**config.mk**
```make
export PLATFORM = sky130hd
export DESIGN_NAME = touch_press_release_tracker_unit
export DESIGN_NICKNAME = d
export VERILOG_FILES = /design/src/design/tprt_pkg.sv /design/src/design/touch_press_release_tracker_unit.sv /design/src/design/tprt_scale.sv
export SDC_FILE = /design/constraint.sdc
export NUM_CORES = 1
export LEC_CHECK = 0
export BUFFER_PORTS_ARGS = -buffer_cell sky130_fd_sc_hd__buf_4
export CAP_MARGIN = 0
export CORE_ASPECT_RATIO = 1.25
export CORE_MARGIN = 2
export CORE_UTILIZATION = 60
export CTS_CLUSTER_SIZE = 8
export DETAILED_ROUTE_END_ITERATION = 8
export MAX_ROUTING_LAYER = met4
export PLACE_DENSITY_LB_ADDON = 0.08
export SLEW_MARGIN = 20
export SYNTH_ARGS = -nofsm -noshare
export SYNTH_HDL_FRONTEND = slang
export SYNTH_SLANG_ARGS = --single-unit
```
**constraint.sdc**
```tcl
create_clock -name i_clk -period 7.6 [get_ports i_clk]
set_input_delay 1.14 -clock i_clk [delete_from_list [all_inputs] [get_ports i_clk]]
set_output_delay 1.14 -clock i_clk [all_outputs]
set_load 0.02 [all_outputs]
```
**src/design/tprt_pkg.sv**
```systemverilog
// Shared types, widths and helpers for the touch press/release tracker.
// No dependencies; imported by tprt_scale, touch_press_release_tracker_unit and tb.
package tprt_pkg;

    // Field widths
    localparam int RAW_BITS      = 10;
    localparam int PIXEL_BITS    = 12;
    localparam int SIZE_BITS     = 13;
    localparam int PRESS_BITS    = 16;
    localparam int OP_BITS       = 2;
    localparam int CFG_IDX_BITS  = 3;
    localparam int CFG_DATA_BITS = 16;

    // Derived widths
    localparam int CNT_BITS      = (PIXEL_BITS > 1) ? $clog2(PIXEL_BITS) : 1;
    localparam int PROD_BITS     = RAW_BITS + PIXEL_BITS;
    localparam int IN_DATA_BITS  = ((2 * RAW_BITS + PRESS_BITS + 7) / 8) * 8;
    localparam int OUT_DATA_BITS = ((2 * PIXEL_BITS + 7) / 8) * 8;

    // Cycles from start of a mapping to its done strobe
    localparam int MAP_LATENCY   = 2 * PIXEL_BITS + 1;

    // Register reset values
    localparam logic [SIZE_BITS-1:0]  WIDTH_RST   = SIZE_BITS'(240);
    localparam logic [SIZE_BITS-1:0]  HEIGHT_RST  = SIZE_BITS'(320);
    localparam logic [PRESS_BITS-1:0] P_LOW_RST   = PRESS_BITS'(10);
    localparam logic [PRESS_BITS-1:0] P_HIGH_RST  = PRESS_BITS'(1000);
    localparam logic [RAW_BITS-1:0]   X_BEGIN_RST = RAW_BITS'(120);
    localparam logic [RAW_BITS-1:0]   X_END_RST   = RAW_BITS'(900);
    localparam logic [RAW_BITS-1:0]   Y_BEGIN_RST = RAW_BITS'(70);
    localparam logic [RAW_BITS-1:0]   Y_END_RST   = RAW_BITS'(920);

    typedef enum logic [OP_BITS-1:0] {
        OP_SAMPLE       = 2'd0,
        OP_TAKE_PRESS   = 2'd1,
        OP_TAKE_RELEASE = 2'd2,
        OP_READ_POS     = 2'd3
    } t_op;

    typedef enum logic [CFG_IDX_BITS-1:0] {
        REG_SCREEN_WIDTH  = 3'd0,
        REG_SCREEN_HEIGHT = 3'd1,
        REG_PRESSURE_LOW  = 3'd2,
        REG_PRESSURE_HIGH = 3'd3,
        REG_X_BEGIN       = 3'd4,
        REG_X_END         = 3'd5,
        REG_Y_BEGIN       = 3'd6,
        REG_Y_END         = 3'd7
    } t_cfg_reg;

    typedef enum logic [1:0] {
        SC_IDLE,
        SC_MUL,
        SC_DIV,
        SC_DONE
    } t_scl_state;

    typedef enum logic {
        ST_IDLE,
        ST_MAP
    } t_state;

    // Request to one axis scaler
    typedef struct packed {
        logic                  start;
        logic [RAW_BITS-1:0]   raw;
        logic [RAW_BITS-1:0]   lo;
        logic [RAW_BITS-1:0]   hi;
        logic [PIXEL_BITS-1:0] span;
    } t_scl_req;

    // Answer of one axis scaler
    typedef struct packed {
        logic                  done;
        logic [PIXEL_BITS-1:0] value;
    } t_scl_rsp;

    // Largest pixel index for a screen size: zero acts as one, large sizes saturate
    function automatic logic [PIXEL_BITS-1:0] span_of(input logic [SIZE_BITS-1:0] size);
        logic [SIZE_BITS-1:0] dec;
        dec = size - SIZE_BITS'(1);
        if (size == '0) begin
            span_of = '0;
        end else if (32'(size) > (32'd1 << PIXEL_BITS)) begin
            span_of = '1;
        end else begin
            span_of = PIXEL_BITS'(dec);
        end
    endfunction

endpackage

```
**src/design/touch_press_release_tracker_unit.sv**
```systemverilog
// Touch press/release tracker: sample filtering, event latching and read answers.
// Depends on tprt_pkg and two tprt_scale instances for the x and y mapping.
//
// Usage:
//   Input words arrive on the s_axis channel: tuser carries the op code, tdata the
//   raw x, raw y and pressure. A sample op gives no output word; take-press,
//   take-release and read-position ops each give one output word on m_axis
//   (tuser = found, tdata = column and row).
//   Configuration registers are written through the cfg channel (index, data),
//   which is always ready; write them only while the block is idle.
// Timing and throughput:
//   A read op is answered in the cycle after it is accepted, and the next word can
//   be taken in the following cycle, so reads run at one word per cycle while the
//   receiver takes each answer. A sample inside the pressure bounds holds off the
//   next word until both axes are mapped: each axis runs a 12-step serial multiply
//   and a 12-step restoring divide, one bit per cycle, plus load and finish steps.
//   A sample outside the bounds does not hold off the next word.
// Reset and stall:
//   Reset restores the default calibration and clears pressed and both events.
//   The answer sits in an output register; while the receiver stalls with a
//   word held there, no new word is taken on the input side.
module touch_press_release_tracker_unit
    import tprt_pkg::*;
(
    input  logic                     i_clk,
    input  logic                     i_rst_n,
    // Input stream
    input  logic                     i_s_axis_tvalid,
    output logic                     o_s_axis_tready,
    input  logic [IN_DATA_BITS-1:0]  i_s_axis_tdata,   // raw_x, raw_y, raw_pressure, zero pad
    input  logic [OP_BITS-1:0]       i_s_axis_tuser,   // op
    // Output stream
    output logic                     o_m_axis_tvalid,
    input  logic                     i_m_axis_tready,
    output logic [OUT_DATA_BITS-1:0] o_m_axis_tdata,   // x_out, y_out
    output logic                     o_m_axis_tuser,   // found
    // Configuration writes
    input  logic                     i_cfg_valid,
    output logic                     o_cfg_ready,
    input  logic [CFG_IDX_BITS-1:0]  i_cfg_index,
    input  logic [CFG_DATA_BITS-1:0] i_cfg_data
);

    // Configuration
    logic [SIZE_BITS-1:0]  r_width, n_width;
    logic [SIZE_BITS-1:0]  r_height, n_height;
    logic [PRESS_BITS-1:0] r_p_low, n_p_low;
    logic [PRESS_BITS-1:0] r_p_high, n_p_high;
    logic [RAW_BITS-1:0]   r_x_begin, n_x_begin;
    logic [RAW_BITS-1:0]   r_x_end, n_x_end;
    logic [RAW_BITS-1:0]   r_y_begin, n_y_begin;
    logic [RAW_BITS-1:0]   r_y_end, n_y_end;

    // Tracking state
    t_state                r_state, n_state;
    logic                  r_pressed, n_pressed;
    logic                  r_press_pend, n_press_pend;
    logic                  r_rel_pend, n_rel_pend;
    logic [PIXEL_BITS-1:0] r_press_col, n_press_col;
    logic [PIXEL_BITS-1:0] r_press_row, n_press_row;
    logic [PIXEL_BITS-1:0] r_rel_col, n_rel_col;
    logic [PIXEL_BITS-1:0] r_rel_row, n_rel_row;
    logic [PIXEL_BITS-1:0] r_cur_col, n_cur_col;
    logic [PIXEL_BITS-1:0] r_cur_row, n_cur_row;

    // Output register
    logic                  r_out_valid, n_out_valid;
    logic                  r_out_found, n_out_found;
    logic [PIXEL_BITS-1:0] r_out_x, n_out_x;
    logic [PIXEL_BITS-1:0] r_out_y, n_out_y;

    // Input word fields
    t_op                   in_op;
    logic [RAW_BITS-1:0]   in_x;
    logic [RAW_BITS-1:0]   in_y;
    logic [PRESS_BITS-1:0] in_pz;

    logic                  s_accept;
    logic                  w_touch;
    logic [PIXEL_BITS-1:0] w_span_x;
    logic [PIXEL_BITS-1:0] w_span_y;
    logic                  w_y_empty;
    logic [PIXEL_BITS-1:0] w_cy;
    t_scl_req              req_x, req_y;
    t_scl_rsp              rsp_x, rsp_y;

    // Unpack the input word
    assign in_op = t_op'(i_s_axis_tuser);
    assign in_x  = i_s_axis_tdata[RAW_BITS-1:0];
    assign in_y  = i_s_axis_tdata[2*RAW_BITS-1:RAW_BITS];
    assign in_pz = i_s_axis_tdata[2*RAW_BITS+PRESS_BITS-1:2*RAW_BITS];

    // Handshakes
    assign o_s_axis_tready = (r_state == ST_IDLE) && (!r_out_valid || i_m_axis_tready);
    assign s_accept        = i_s_axis_tvalid && o_s_axis_tready;
    assign o_cfg_ready     = 1'b1;

    // Touch test and axis spans
    assign w_touch   = (r_p_low <= in_pz) && (in_pz <= r_p_high);
    assign w_span_x  = span_of(r_width);
    assign w_span_y  = span_of(r_height);
    assign w_y_empty = (r_y_begin >= r_y_end);
    assign w_cy      = w_y_empty ? '0 : (w_span_y - rsp_y.value);

    // Launch both axis scalers on an accepted touch sample
    always_comb begin
        req_x.start = s_accept && (in_op == OP_SAMPLE) && w_touch;
        req_x.raw   = in_x;
        req_x.lo    = r_x_begin;
        req_x.hi    = r_x_end;
        req_x.span  = w_span_x;
        req_y.start = req_x.start;
        req_y.raw   = in_y;
        req_y.lo    = r_y_begin;
        req_y.hi    = r_y_end;
        req_y.span  = w_span_y;
    end

    tprt_scale u_scale_x (
        .i_clk   (i_clk),
        .i_rst_n (i_rst_n),
        .i_req   (req_x),
        .o_rsp   (rsp_x)
    );

    tprt_scale u_scale_y (
        .i_clk   (i_clk),
        .i_rst_n (i_rst_n),
        .i_req   (req_y),
        .o_rsp   (rsp_y)
    );

    // Next state: config writes, ops, mapping completion, output drain
    always_comb begin
        n_width      = r_width;
        n_height     = r_height;
        n_p_low      = r_p_low;
        n_p_high     = r_p_high;
        n_x_begin    = r_x_begin;
        n_x_end      = r_x_end;
        n_y_begin    = r_y_begin;
        n_y_end      = r_y_end;
        n_state      = r_state;
        n_pressed    = r_pressed;
        n_press_pend = r_press_pend;
        n_rel_pend   = r_rel_pend;
        n_press_col  = r_press_col;
        n_press_row  = r_press_row;
        n_rel_col    = r_rel_col;
        n_rel_row    = r_rel_row;
        n_cur_col    = r_cur_col;
        n_cur_row    = r_cur_row;
        n_out_valid  = r_out_valid;
        n_out_found  = r_out_found;
        n_out_x      = r_out_x;
        n_out_y      = r_out_y;

        // Drop the output word once taken
        if (r_out_valid && i_m_axis_tready) begin
            n_out_valid = 1'b0;
        end

        // Apply a configuration write
        if (i_cfg_valid) begin
            unique case (t_cfg_reg'(i_cfg_index))
                REG_SCREEN_WIDTH:  n_width   = i_cfg_data[SIZE_BITS-1:0];
                REG_SCREEN_HEIGHT: n_height  = i_cfg_data[SIZE_BITS-1:0];
                REG_PRESSURE_LOW:  n_p_low   = i_cfg_data[PRESS_BITS-1:0];
                REG_PRESSURE_HIGH: n_p_high  = i_cfg_data[PRESS_BITS-1:0];
                REG_X_BEGIN:       n_x_begin = i_cfg_data[RAW_BITS-1:0];
                REG_X_END:         n_x_end   = i_cfg_data[RAW_BITS-1:0];
                REG_Y_BEGIN:       n_y_begin = i_cfg_data[RAW_BITS-1:0];
                REG_Y_END:         n_y_end   = i_cfg_data[RAW_BITS-1:0];
                default: ;
            endcase
        end

        unique case (r_state)
            ST_IDLE: begin
                if (s_accept) begin
                    unique case (in_op)
                        OP_SAMPLE: begin
                            if (w_touch) begin
                                n_state = ST_MAP;
                            end else if (r_pressed) begin
                                // Lift: latch release at the press point
                                n_pressed  = 1'b0;
                                n_rel_pend = 1'b1;
                                n_rel_col  = r_press_col;
                                n_rel_row  = r_press_row;
                            end
                        end
                        OP_TAKE_PRESS: begin
                            n_out_valid  = 1'b1;
                            n_out_found  = r_press_pend;
                            n_out_x      = r_press_pend ? r_press_col : '0;
                            n_out_y      = r_press_pend ? r_press_row : '0;
                            n_press_pend = 1'b0;
                        end
                        OP_TAKE_RELEASE: begin
                            n_out_valid = 1'b1;
                            n_out_found = r_rel_pend;
                            n_out_x     = r_rel_pend ? r_rel_col : '0;
                            n_out_y     = r_rel_pend ? r_rel_row : '0;
                            n_rel_pend  = 1'b0;
                        end
                        OP_READ_POS: begin
                            n_out_valid = 1'b1;
                            n_out_found = r_pressed;
                            n_out_x     = r_pressed ? r_cur_col : '0;
                            n_out_y     = r_pressed ? r_cur_row : '0;
                        end
                        default: ;
                    endcase
                end
            end
            ST_MAP: begin
                if (rsp_x.done) begin
                    n_state   = ST_IDLE;
                    n_cur_col = rsp_x.value;
                    n_cur_row = w_cy;
                    if (r_pressed) begin
                        // Touch continues: clear both events
                        n_press_pend = 1'b0;
                        n_rel_pend   = 1'b0;
                    end else begin
                        // New touch: latch press event
                        n_pressed    = 1'b1;
                        n_press_pend = 1'b1;
                        n_press_col  = rsp_x.value;
                        n_press_row  = w_cy;
                    end
                end
            end
            default: begin
                n_state = ST_IDLE;
            end
        endcase
    end

    // Control and configuration registers
    always_ff @(posedge i_clk) begin
        if (!i_rst_n) begin
            r_width      <= WIDTH_RST;
            r_height     <= HEIGHT_RST;
            r_p_low      <= P_LOW_RST;
            r_p_high     <= P_HIGH_RST;
            r_x_begin    <= X_BEGIN_RST;
            r_x_end      <= X_END_RST;
            r_y_begin    <= Y_BEGIN_RST;
            r_y_end      <= Y_END_RST;
            r_state      <= ST_IDLE;
            r_pressed    <= 1'b0;
            r_press_pend <= 1'b0;
            r_rel_pend   <= 1'b0;
            r_out_valid  <= 1'b0;
        end else begin
            r_width      <= n_width;
            r_height     <= n_height;
            r_p_low      <= n_p_low;
            r_p_high     <= n_p_high;
            r_x_begin    <= n_x_begin;
            r_x_end      <= n_x_end;
            r_y_begin    <= n_y_begin;
            r_y_end      <= n_y_end;
            r_state      <= n_state;
            r_pressed    <= n_pressed;
            r_press_pend <= n_press_pend;
            r_rel_pend   <= n_rel_pend;
            r_out_valid  <= n_out_valid;
        end
    end

    // Coordinate and output payload registers
    always_ff @(posedge i_clk) begin
        r_press_col <= n_press_col;
        r_press_row <= n_press_row;
        r_rel_col   <= n_rel_col;
        r_rel_row   <= n_rel_row;
        r_cur_col   <= n_cur_col;
        r_cur_row   <= n_cur_row;
        r_out_found <= n_out_found;
        r_out_x     <= n_out_x;
        r_out_y     <= n_out_y;
    end

    // Drive the output word
    assign o_m_axis_tvalid = r_out_valid;
    assign o_m_axis_tdata  = OUT_DATA_BITS'({r_out_y, r_out_x});
    assign o_m_axis_tuser  = r_out_found;

    // Both axes finish in the same cycle
    a_axes_lockstep: assert property (@(posedge i_clk) disable iff (!i_rst_n)
        rsp_x.done == rsp_y.done)
        else $error("axis scalers out of step");

    // A touch sample completes after the fixed serial latency
    a_map_latency: assert property (@(posedge i_clk) disable iff (!i_rst_n)
        req_x.start |-> ##MAP_LATENCY rsp_x.done)
        else $error("mapping did not finish on time");

    // Every read op leaves an answer in the output register
    a_read_answers: assert property (@(posedge i_clk) disable iff (!i_rst_n)
        (s_accept && in_op != OP_SAMPLE) |=> o_m_axis_tvalid)
        else $error("read op produced no answer");

    // A miss carries zero coordinates
    a_miss_zero: assert property (@(posedge i_clk) disable iff (!i_rst_n)
        (r_out_valid && !r_out_found) |-> (r_out_x == '0 && r_out_y == '0))
        else $error("miss with nonzero coordinates");

endmodule

```
**src/design/tprt_scale.sv**
```systemverilog
// One axis scaler: clamps a raw reading to its window and computes
// offset * span / window_size with a bit-serial multiply and restoring divide. Uses tprt_pkg.
module tprt_scale
    import tprt_pkg::*;
(
    input  logic     i_clk,
    input  logic     i_rst_n,
    input  t_scl_req i_req,
    output t_scl_rsp o_rsp
);

    t_scl_state            r_state, n_state;
    logic [CNT_BITS-1:0]   r_cnt, n_cnt;
    logic [RAW_BITS-1:0]   r_off, n_off;
    logic [RAW_BITS-1:0]   r_div, n_div;
    logic [PIXEL_BITS-1:0] r_span, n_span;
    logic [PROD_BITS-1:0]  r_acc, n_acc;
    logic                  r_empty, n_empty;

    logic [RAW_BITS-1:0]   w_clamped;
    logic [RAW_BITS:0]     w_trial;
    logic [RAW_BITS:0]     w_diff;

    // Clamp the raw reading into the window
    always_comb begin
        if (i_req.raw < i_req.lo) begin
            w_clamped = i_req.lo;
        end else if (i_req.raw > i_req.hi) begin
            w_clamped = i_req.hi;
        end else begin
            w_clamped = i_req.raw;
        end
    end

    // Partial remainder with the next dividend bit shifted in
    assign w_trial = {r_acc[PROD_BITS-1:PIXEL_BITS], r_acc[PIXEL_BITS-1]};
    assign w_diff  = w_trial - {1'b0, r_div};

    // Sequence: load, multiply one span bit a cycle, divide one quotient bit a cycle
    always_comb begin
        n_state     = r_state;
        n_cnt       = r_cnt;
        n_off       = r_off;
        n_div       = r_div;
        n_span      = r_span;
        n_acc       = r_acc;
        n_empty     = r_empty;
        o_rsp.done  = 1'b0;
        o_rsp.value = r_empty ? '0 : r_acc[PIXEL_BITS-1:0];

        unique case (r_state)
            SC_IDLE: begin
                if (i_req.start) begin
                    n_off   = w_clamped - i_req.lo;
                    n_div   = i_req.hi - i_req.lo;
                    n_span  = i_req.span;
                    n_empty = (i_req.lo >= i_req.hi);
                    n_acc   = '0;
                    n_cnt   = CNT_BITS'(PIXEL_BITS - 1);
                    n_state = SC_MUL;
                end
            end
            SC_MUL: begin
                n_acc  = {r_acc[PROD_BITS-2:0], 1'b0}
                       + (r_span[PIXEL_BITS-1] ? PROD_BITS'(r_off) : '0);
                n_span = {r_span[PIXEL_BITS-2:0], 1'b0};
                n_cnt  = r_cnt - CNT_BITS'(1);
                if (r_cnt == '0) begin
                    n_cnt   = CNT_BITS'(PIXEL_BITS - 1);
                    n_state = SC_DIV;
                end
            end
            SC_DIV: begin
                if (w_trial >= {1'b0, r_div}) begin
                    n_acc = {w_diff[RAW_BITS-1:0], r_acc[PIXEL_BITS-2:0], 1'b1};
                end else begin
                    n_acc = {w_trial[RAW_BITS-1:0], r_acc[PIXEL_BITS-2:0], 1'b0};
                end
                n_cnt = r_cnt - CNT_BITS'(1);
                if (r_cnt == '0) begin
                    n_state = SC_DONE;
                end
            end
            SC_DONE: begin
                o_rsp.done = 1'b1;
                n_state    = SC_IDLE;
            end
            default: begin
                n_state = SC_IDLE;
            end
        endcase
    end

    // Hold sequencer state
    always_ff @(posedge i_clk) begin
        if (!i_rst_n) begin
            r_state <= SC_IDLE;
        end else begin
            r_state <= n_state;
        end
    end

    // Datapath registers
    always_ff @(posedge i_clk) begin
        r_cnt   <= n_cnt;
        r_off   <= n_off;
        r_div   <= n_div;
        r_span  <= n_span;
        r_acc   <= n_acc;
        r_empty <= n_empty;
    end

endmodule

```
* Word level (Yosys, flattened, before mapping)
Cells that the tools add are included.
** Word-level totals
- Register bits :: 322
- Input bits :: 66
- Output and inout port bits :: 28
- Logic and storage cells :: 210
** Cells by class
- Add/subtract/negate cells :: 13
- $lt $le $gt $ge :: 12
- Equality and inequality tests :: 31
- Multiplexer cells :: 70
- Bitwise operators :: 3
- Reductions and logical operators :: 45
** Operator list (number)
- 12-bit 2-to-1 mux :: 15
- 22-bit one-hot mux with 3 select lines :: 2
- 12-bit one-hot mux with 3 select lines :: 2
- 22-bit 2-to-1 mux :: 3
- 10-bit 2-to-1 mux :: 6
- 10-bit subtractor :: 6
- 12-bit one-hot mux with 2 select lines :: 2
- 22-bit adder :: 2
- 16-bit <= comparator :: 2
- 2-bit AND reduction :: 15
- 13-bit greater-than comparator, second input constant :: 2
- 13-bit logical NOT :: 2
- 4-bit one-hot mux with 3 select lines :: 2
- 12-bit by 1-bit subtractor with 12-bit output, second input constant :: 2
- 11-bit by 10-bit greater-or-equal comparator with 1-bit output :: 2
- 1-bit 2-to-1 mux :: 22
- 10-bit greater-or-equal comparator :: 2
- 10-bit greater-than comparator :: 2
- 10-bit < comparator :: 2
- 2-bit by 1-bit inequality test with 1-bit output, second input constant :: 8
- 2-bit one-hot mux with 4 select lines :: 2
- 3-bit AND reduction :: 5
- 2-bit == test, second input constant :: 6
- 3-bit == test, second input constant :: 4
- 25 further kinds :: 56

* Depth between registers and ports, before layout
Gate-level depths: netlist (run 1).
- Depth in word-level cells :: 8
- Gate-level depth with buffers :: 19

* Modules after synthesis
From an unflattened synthesis (run 1), not the netlist that was laid out.
** Second synthesis, totals
- Cells, all modules :: 2075
- Area total of the unflattened synthesis :: 20002.9 um^2
** By module, submodules not included
- touch_press_release_tracker_unit :: times used 1, cells an instance 977, area each 9537.9 um^2
- tprt_scale at u_scale_x :: times used 1, cells an instance 559, area each 5257.5 um^2
- tprt_scale at u_scale_y :: times used 1, cells an instance 539, area each 5207.5 um^2

* Least setup slack after synthesis (run 1)
OpenSTA, ideal clock, no wires.
- Path type :: in2reg
- Start point :: input i_s_axis_tdata[34]
- End point :: register r_rel_col[0], enable pin
- Setup time :: 443 ps
- Data arrival time :: 4205 ps
- Required time :: 7157 ps
- Setup slack :: 2952 ps
- Stages on the path :: 8
- Cells stage by stage :: inv_1 -> ha_1 -> nand4_1 -> nor4_1 -> a21boi_0 -> o31ai_1 -> o21a_1 -> nor3b_1
** On the way
- Cells in the longest elaborated chain, start to end :: 4
- Elaborated cells on any way between the ends :: 5
** Ends and longest elaborated chain
- start: declaration :: RTL line touch_press_release_tracker_unit.sv:30 : input logic [IN_DATA_BITS-1:0] i_s_axis_tdata,
- 16-bit <= comparator :: RTL line touch_press_release_tracker_unit.sv:99 : assign w_touch = (r_p_low <= in_pz) && (in_pz <= r_p_high);
- 1-bit logical AND (*) :: RTL line touch_press_release_tracker_unit.sv:99
- 1-bit inverter (no line) (*)
- 5-bit AND reduction (no line) (*)
- end signal: assignment :: RTL line touch_press_release_tracker_unit.sv:278 : r_rel_col <= n_rel_col;
- end: declaration :: RTL line touch_press_release_tracker_unit.sv:61 : logic [PIXEL_BITS-1:0] r_rel_col, n_rel_col;
Every way passes the cells marked *; elsewhere a longest branch is shown, timed or not.
A chain may end at the register's enable or synchronous reset.

* Final worst setup path (run 1)
- Start point :: input i_s_axis_tdata[29]
- End point :: register u_scale_y.r_span[9], enable pin
** On the way
- Cells in the longest elaborated chain, start to end :: 5
- Elaborated cells on any way between the ends :: 6
** Ends and longest elaborated chain
- 16-bit <= comparator :: RTL line touch_press_release_tracker_unit.sv:99
- 1-bit logical AND (*) :: RTL line touch_press_release_tracker_unit.sv:99
- 1-bit logical AND (*) :: RTL line touch_press_release_tracker_unit.sv:107 : req_x.start = s_accept && (in_op == OP_SAMPLE) && w_touch;
- 2-bit inequality test (no line) (*)
- 2-bit AND reduction (no line) (*)
- end signal: assignment :: RTL line tprt_scale.sv:108 : r_span <= n_span;
- end: declaration :: RTL line tprt_scale.sv:16 : logic [PIXEL_BITS-1:0] r_span, n_span;
Marks and branches as above.

==> results of run 1 <==
[power by group through the flow]
stage          Sequential [mW]  Clock, mW  Combinational, mW
2_1_floorplan             2.11          0              0.700
3_5_place_dp              2.14          0              0.949
5_1_grt                   2.11       2.01               1.07
3_3_place_gp              2.13          0              0.921
4_1_cts                   2.10       1.93              0.957
6_report                  2.10       1.90              0.960
[area by class of cell]
type | count | share of cell area
inverter | 178 | 0.0305
sequential | 322 | 0.393
clock buffer | 76 | 0.0587
multi-input combinational | 1461 | 0.455
timing repair buffer | 105 | 0.0360
clock inverter | 3 | 0.00309
tap | 412 | 0.0236
[Yosys cell counts, types with 21 or more instances]
cell      instances  area (µm²)
nand2_1         284        1070
inv_1           178         668
a21boi_0         76         571
a21o_1           28         210
nand2b_1         29         181
nand4_1          22         138
and2_1           28         175
nor2b_1          45         282
nor3_1           31         155
dfxtp_1         107        2140
o21ai_0         108         541
a222oi_1         24         240
clkbuf_1         63         236
xnor2_1          43         377
nand3_1          41         205
o211ai_1         39         293
xor2_1           38         333
ha_1            175        2190
o21a_1           21         158
a21oi_1          89         445
edfxtp_1        215        6460
nor2_1          119         447
mux2i_1          26         260
[cells by family (layout without fill, tap and decap cells)]
group,count (synthesis),in the layout,share of synthesized area
AO/OA/AOI/OAI,496,496,0.171
XOR/XNOR,81,81,0.0363
adder cells (fa/ha/maj),185,185,0.122
buffers and inverters,257,362,0.0513
flip-flops,322,322,0.440
multiplexers,34,34,0.0179
other,1,1,0.000192
AND/OR/NAND/NOR,664,664,0.161
[worst max-delay path, stage by stage]
cell and delay [ns]:
buf_4 0.11, ha_1 0.29, a211o_1 0.29, o211ai_1 0.09, a21oi_1 0.13, a211oi_1 0.66
o2111a_1 0.53, and2_1 0.86, a21o_1 0.48
[metrics by stage]
step / instances / utilization
2_1_floorplan: 2040 / -
3_3_place_gp: 2478 / 0.642
3_5_place_dp: 2478 / 0.642
4_1_cts: 2557 / 0.684
5_1_grt: 2557 / 0.684
6_report: 2557 / 0.684
[sequential cells by signal (all words and copies together) (netlist names), 12 cells and up]
register,count
u_scale_y.r_span,12
u_scale_x.r_acc,22
r_cur_col,12
r_press_row,12
r_height,13
r_p_low,16
r_rel_col,12
r_out_y,12
u_scale_y.r_acc,22
r_p_high,16
r_cur_row,12
r_press_col,12
u_scale_x.r_span,12
r_width,13
r_rel_row,12
r_out_x,12
[routing by layer]
metal  share of wire  track usage  wire length (µm)  up-vias
met5               0            -                 0        -
met4           0.029       0.0976              1340        0
met3           0.045       0.0365              2070      104
met2            0.51        0.497             23200      421
met1            0.42        0.337             19100     7206
li1                -            -                 -     7445
[how the worst max path moves through the flow]
stage          depth (start not counted)  slack [ns]                   end
2_1_floorplan                          8        2.95          r_rel_col[0]
3_3_place_gp                           9        2.69   u_scale_x.r_span[0]
3_5_place_dp                           9        2.66  u_scale_y.r_span[11]
4_1_cts                                9        3.24  u_scale_y.r_span[10]
5_1_grt                                9        3.05   u_scale_x.r_span[8]
6_report                               9        3.18   u_scale_y.r_span[9]
[cells in the final DEF (no fill, tap or decap), types with 39 or more instances in the layout]
| cell | n |
|---|---|
| nand2_1 | 284 |
| edfxtp_1 | 215 |
| inv_1 | 178 |
| ha_1 | 175 |
| nor2_1 | 116 |
| o21ai_0 | 107 |
| dfxtp_1 | 107 |
| buf_4 | 105 |
| a21oi_1 | 89 |
| a21boi_0 | 76 |
| clkbuf_16 | 47 |
| nor2b_1 | 43 |
| xnor2_1 | 43 |
| nand3_1 | 41 |
| o211ai_1 | 39 |
==> summary.md, run 1 <==
The insertion delay to the later sink of the worst-skew pair is 0.56 ns, and the number of rows in the core area is 73. The tightest hold margin came out at 0.453 ns. Setup violations remaining at the end of the flow were counted as 0. The sequential power share was 0.424.

Summed over all nets, the switching power comes to 1.42 mW. The flow ran to the end, and the final reports show no timing, DRC or antenna violations. The number of global-route vias before repair was 15.1k. The number of antenna violations at the first check in global routing came out at 0.

The first global-routing pass estimated 74800 µm of wire. Async set-reset flop share out of synthesis: 0. For the part of the power in combinational logic, the log shows 0.193. The floorplan step defined a core boundary enclosing 32000 µm². The hold-critical path depth was 0; the measured slew at the worst slew-check pin was 1.07 ns.

Measured along the x axis, the die boundary spans 165 µm. The number of buffers between clock root and the deepest sink came out at 3. Measured along the y axis, the die boundary spans 206 µm. In this run, synthesis produced a sequential element count of 322. After detailed placement, the total cell area comes to 20500 µm². At the end of the flow, the number of nets in the layout was 2364. The number of nets in the synthesized netlist is 2290.

The die covers 34000 µm². Once detailed placement completed, the half-perimeter wirelength came to 33400 µm. The power per standard cell area is 227 nW/µm². Flip-flop cell with the highest count after synthesis: edfxtp_1. The final period utilization is 0.581. Static timing analysis puts the maximum clock frequency at 0.226 GHz. The logs give 0.611 for the effective utilization at floorplan and 2040 for the synthesized instance count. The final-report max-slew violation count came out at 0. The switching share of power works out to 0.285. Start point of the worst hold path: r_press_col[0]. The clock input transition at the sequential cells of the worst setup and hold paths was 0.05 ns. The slack of the worst reg-to-reg path came out at 3.53 ns. The synthesized design contains 215 enable-type register cells.

After clock tree synthesis, the setup repair step added 0 buffers. The tool flagged a number of max-cap violations equal to 0. Counting the buffers created by CTS gives 46.

TritonCTS built the clock tree. The tools report the clock sink total as 322. The static leakage was 8.81 nW; the average vias per placed instance was 5.94.

Highest ir drop seen on vdd: 0.196 mV. The number of input and output port buffers inserted was 88. The multi-input gate area in the final layout is 9950 µm².

Yosys mapped the design onto 78 distinct sky130hd cell types. The endpoint identified for the worst register-to-register timing path is u_scale_x.r_off[9]. The share of total power in the clock network is 0.383. After routing, the total negative slack on setup checks comes to 0 ns. The post-synthesis sequential area ratio is 0.440, and the peak fanout along the critical path is 22.

Detailed routing inserted a total of 15.2k vias. The worst setup path is of the in -> reg kind. STA classifies the critical path startpoint as an input port.

In this run the critical register-to-register path is launched from r_x_begin[1]. The detail route stage leaves a number of antenna-violating nets equal to 0. The proportion of layout cells with a drive suffix above 1 was 0.0867; the signal arrival time at the worst endpoint was 4.61 ns.

Post-route cell area: 21900 µm². Type of the most critical hold path: reg -> reg. The worst path setup slack after routing came out at 3.18 ns. Entering global routing, the biggest net connects 112 pins.

The number of antenna diodes in the final layout is 0. After detailed routing, the number of remaining DRC violations is 0. The critical path endpoint category was a flip-flop.

The end of the worst hold path is r_rel_col[0]. The congestion estimate from routability-driven global placement came to 0.926. Tracing the worst setup path back leads to its startpoint at i_s_axis_tdata[29]. The footprint of the flip-flops and latches was 8600 µm². The final layout contains routed wiring with a total length of 45700 µm.

The post-synthesis instance area was 19500 µm². For the headroom to the max-slew limit, the log shows 0.286. The logs give 0 for the final hold violation count and 2 for the maximum level of the CTS H-tree.

The root buffer cell was clkbuf_16. The count of yosys warnings during synthesis is 0. The count of cells resized by post-cts repair is 0.

Overall power consumption after layout is estimated at 4.96 mW. Counting cells, the worst reg-to-reg path comes to 16. The tools report the required arrival time at the worst endpoint as 7.79 ns. Setup repair after global routing left no endpoint under its margin. The filler cells instantiated in the layout total 2529. After global routing the overflow that remains totals 0. The length of the first detailed-routing pass in iterations was 9; the internal cell power was 3.55 mW.

Relative to the synthesized area, the layout overhead comes to 12.0%. Subtracting the final worst setup slack from the clock period gives 4.42 ns. OpenSTA, run right after detailed placement, puts the worst setup slack at 2.66 ns. Number of I/O pins: 94.

The average routed wire per standard cell works out to 17.9 µm. In this run, post-CTS hold repair placed 0 buffers. The total global routing track utilization is 0.284, and the starting DRC count in detailed routing is 1207. For the final database, setup skew stands at 0.0201 ns. The average instance in the mapped netlist occupies 9.58 µm².
Power figures use the tool's default switching activity.
==> run 2: changes to the inputs <==
==> constraint.sdc (replaced) <==
create_clock -name i_clk -period 4.6 [get_ports i_clk]
set_input_delay 0.69 -clock i_clk [delete_from_list [all_inputs] [get_ports i_clk]]
set_output_delay 0.69 -clock i_clk [all_outputs]
set_load 0.02 [all_outputs]
==> summary.md, run 2 (synthesis results as in run 1) <==
The run finished with clean final reports. The detailed-route via count is 15.2k (+0.20%), and the number of rows in the core area is 73 (unchanged). The layout filler cell count is 2569 (+1.6%).

In the final layout, the registers with the most flip-flops are u_scale_x.r_acc x22, u_scale_y.r_acc x22. In this run the clock root is driven by a clkbuf_16. The final weighted congestion in routability-driven placement came out at 0.916 (-1.1%).

The worst register-to-register path begins at r_x_begin[1]. The number of clock buffers inserted by TritonCTS came out at 46 (unchanged). The run gives 0 (unchanged) as the number of antenna violations at the first check in global routing.

The peak fanout along the critical path was 21 (-4.5%). The tools report the required arrival time at the worst endpoint as 4.96 ns (-2.83 ns). The area of the die came out at 34000 µm² (unchanged). The clock input transition at the sequential cells of the worst setup and hold paths works out to 0.05 ns (about the same).

The clock period could shrink to 4.05 ns. The met3 usage is 0.0341 (-0.00242), and the maximum level of the CTS H-tree is 2 (unchanged). The headroom to the max-slew limit is 0.302 (+0.0168), and the number of buffers added for setup after CTS is 0 (unchanged). The final hold violation count is 0 (unchanged).

The post-route total power came out at 8.23 mW (+66%). The logs give 94 (unchanged) for the number of I/O pins and 32000 µm² (unchanged) for the placeable core region. The starting DRC count in detailed routing is 1300 (+7.7%). The static leakage is 8.84 nW (+0.28%), and the length of the first detailed-routing pass in iterations is 6 (-3). The post-route cell area was 21900 µm² (+0.17%). The critical path endpoint category was a flip-flop. The logs give 0.247 GHz for the peak clock frequency supported by timing and 0 (unchanged) for the residual antenna-violating net count after detailed routing.

For the number of buffers between clock root and the deepest sink, the log shows 3 (unchanged). For the clock sink total, the log shows 322 (unchanged). Type of the most critical hold path: in -> reg. TritonCTS built the clock tree. The logs give 75100 µm (+0.49%) for the global-route wire length before repair and 2560 (+0.12%) for the number of standard cells in the final layout excluding fillers.

For the insertion delay to the later sink of the worst-skew pair, the log shows 0.58 ns (+0.02 ns). Final period utilization: 0.881. The total global routing track utilization came out at 0.286 (+0.00207). The startpoint identified for the worst hold timing path is i_cfg_data[14]. The number of global-route vias before repair is 15.1k (-0.013%). The most crowded layer after global routing is met2. The number of hold buffers added after cts is 0 (unchanged). The tools report the signal arrival time at the worst endpoint as 4.41 ns (-0.20 ns). The end of the worst hold path was r_p_high[14].

The final-layout setup total negative slack was 0 ns (unchanged); the slack of the worst reg-to-reg path was 0.55 ns (-2.98 ns). Maximum number of pins on one net before global-route repair: 112 (unchanged). The tools report the placed cell count as 2481 (+0.12%). For the count of unresolved DRC violations after routing, the log shows 0 (unchanged). The hold-critical path depth came out at 3 (+3). The overall die height came out at 206 µm (unchanged). The most common cell after layout, fill and taps aside was nand2_1.

The reported max-cap violation count is 0 (unchanged). For the effective utilization at floorplan, the log shows 0.611 (unchanged). In this run the critical register-to-register path is captured at u_scale_x.r_off[9]. Average vias per placed instance: 5.94 (about the same).

The kind of launch point of the worst setup path is a flip-flop. The met2 layer usage reported by global route was 0.501 (+0.00312). Critical path class: reg -> reg. The final net count is 2367 (+0.13%).

Number of antenna cells inserted: 0 (unchanged). For the final setup violation count, the log shows 0 (unchanged). The measured slew at the worst slew-check pin came out at 1.05 ns (-0.0251 ns). The final design utilization is 0.685 (+0.00117), and the post-DP HPWL is 34000 µm (+1.8%). The number of input and output port buffers inserted came out at 88 (unchanged). The proportion of layout cells with a drive suffix above 1 is 0.0889 (+0.00221), and the highest ir drop seen on vdd is 0.384 mV (+96%). The count of cells resized by post-cts repair is 0 (unchanged), and the worst clock skew is 0.0544 ns (+0.0343 ns).

The run gives 0 (unchanged) as the final-report max-slew violation count. Setup repair after global routing left no endpoint under its margin. The total wire length was 46300 µm (+1.2%); the die outline width was 165 µm (unchanged). The power per standard cell area was 376 nW/µm² (+66%). The tools report the total congestion overflow as 0 (unchanged). The met1 global-route usage came out at 0.339 (+0.00242).

In the layout the commonest cells are nand2_1, edfxtp_1, inv_1. The average routed wire per standard cell works out to 18.1 µm (+1.1%). The length in cells of the worst reg-to-reg path was 15 (-1). Compared with the post-synthesis result, the final layout area differs by 12.2%. The run gives 20500 µm² (about the same) as the instance area after placement.
run 2: worst max-delay path by stage:
stage                         end          startpoint
6_report       u_scale_x.r_off[9]        r_x_begin[1]
5_1_grt           r_press_row[10]         r_height[2]
4_1_cts        u_scale_x.r_off[9]        r_x_begin[1]
3_5_place_dp   u_scale_x.r_off[9]   i_s_axis_tdata[7]
3_3_place_gp   u_scale_x.r_off[9]   i_s_axis_tdata[7]
2_1_floorplan        r_rel_col[0]  i_s_axis_tdata[34]
run 2: metal layers:
metal	wire, µm	up-vias	share of wire
li1	-	7468	-
met1	18900	7157	0.41
met2	23600	480	0.51
met3	2370	102	0.051
met4	1460	0	0.032
met5	0	-	0
run 2: metrics by stage:
step | hold slack, ns | setup slack, ns
floorplan | 0.425 | 0.402
global placement | 0.429 | 0.453
detailed placement | 0.432 | 0.357
CTS | 0.376 | 0.556
global route | 0.387 | 0.282
finish | 0.394 | 0.546
run 2: cell type report:
class | count | area [µm²] | area share
Tap cell | 412 | 515 | 0.0235
Multi-Input combinational cell | 1461 | 9960 | 0.454
Clock buffer | 75 | 1270 | 0.0580
Timing Repair Buffer | 108 | 811 | 0.0370
Clock inverter | 4 | 95.1 | 0.00434
Inverter | 178 | 668 | 0.0305
Sequential cell | 322 | 8600 | 0.392
run 2: report_power, final:
part | total [mW] | internal (mW) | switching, mW | leakage [nW]
Sequential | 3.48 | 3.33 | 0.144 | 2.84
Combinational | 1.59 | 0.626 | 0.965 | 5.35
Clock | 3.16 | 1.89 | 1.27 | 0.645
Total | 8.23 | 5.85 | 2.38 | 8.84
run 2: worst max-delay path, cell delays in order (launching register included):
cell and delay [ns]:
dfxtp_1 0.47, inv_1 0.14, ha_1 0.29, a21o_1 0.15
a211oi_1 0.24, nor3_1 0.09, o22a_1 0.44, nor2_1 0.23
a21oi_1 0.07, ha_1 0.31, a21oi_1 0.24, o211ai_1 0.18
nand2_1 0.09, o21ai_0 0.14, or4b_2 0.63, o2111ai_1 0.13
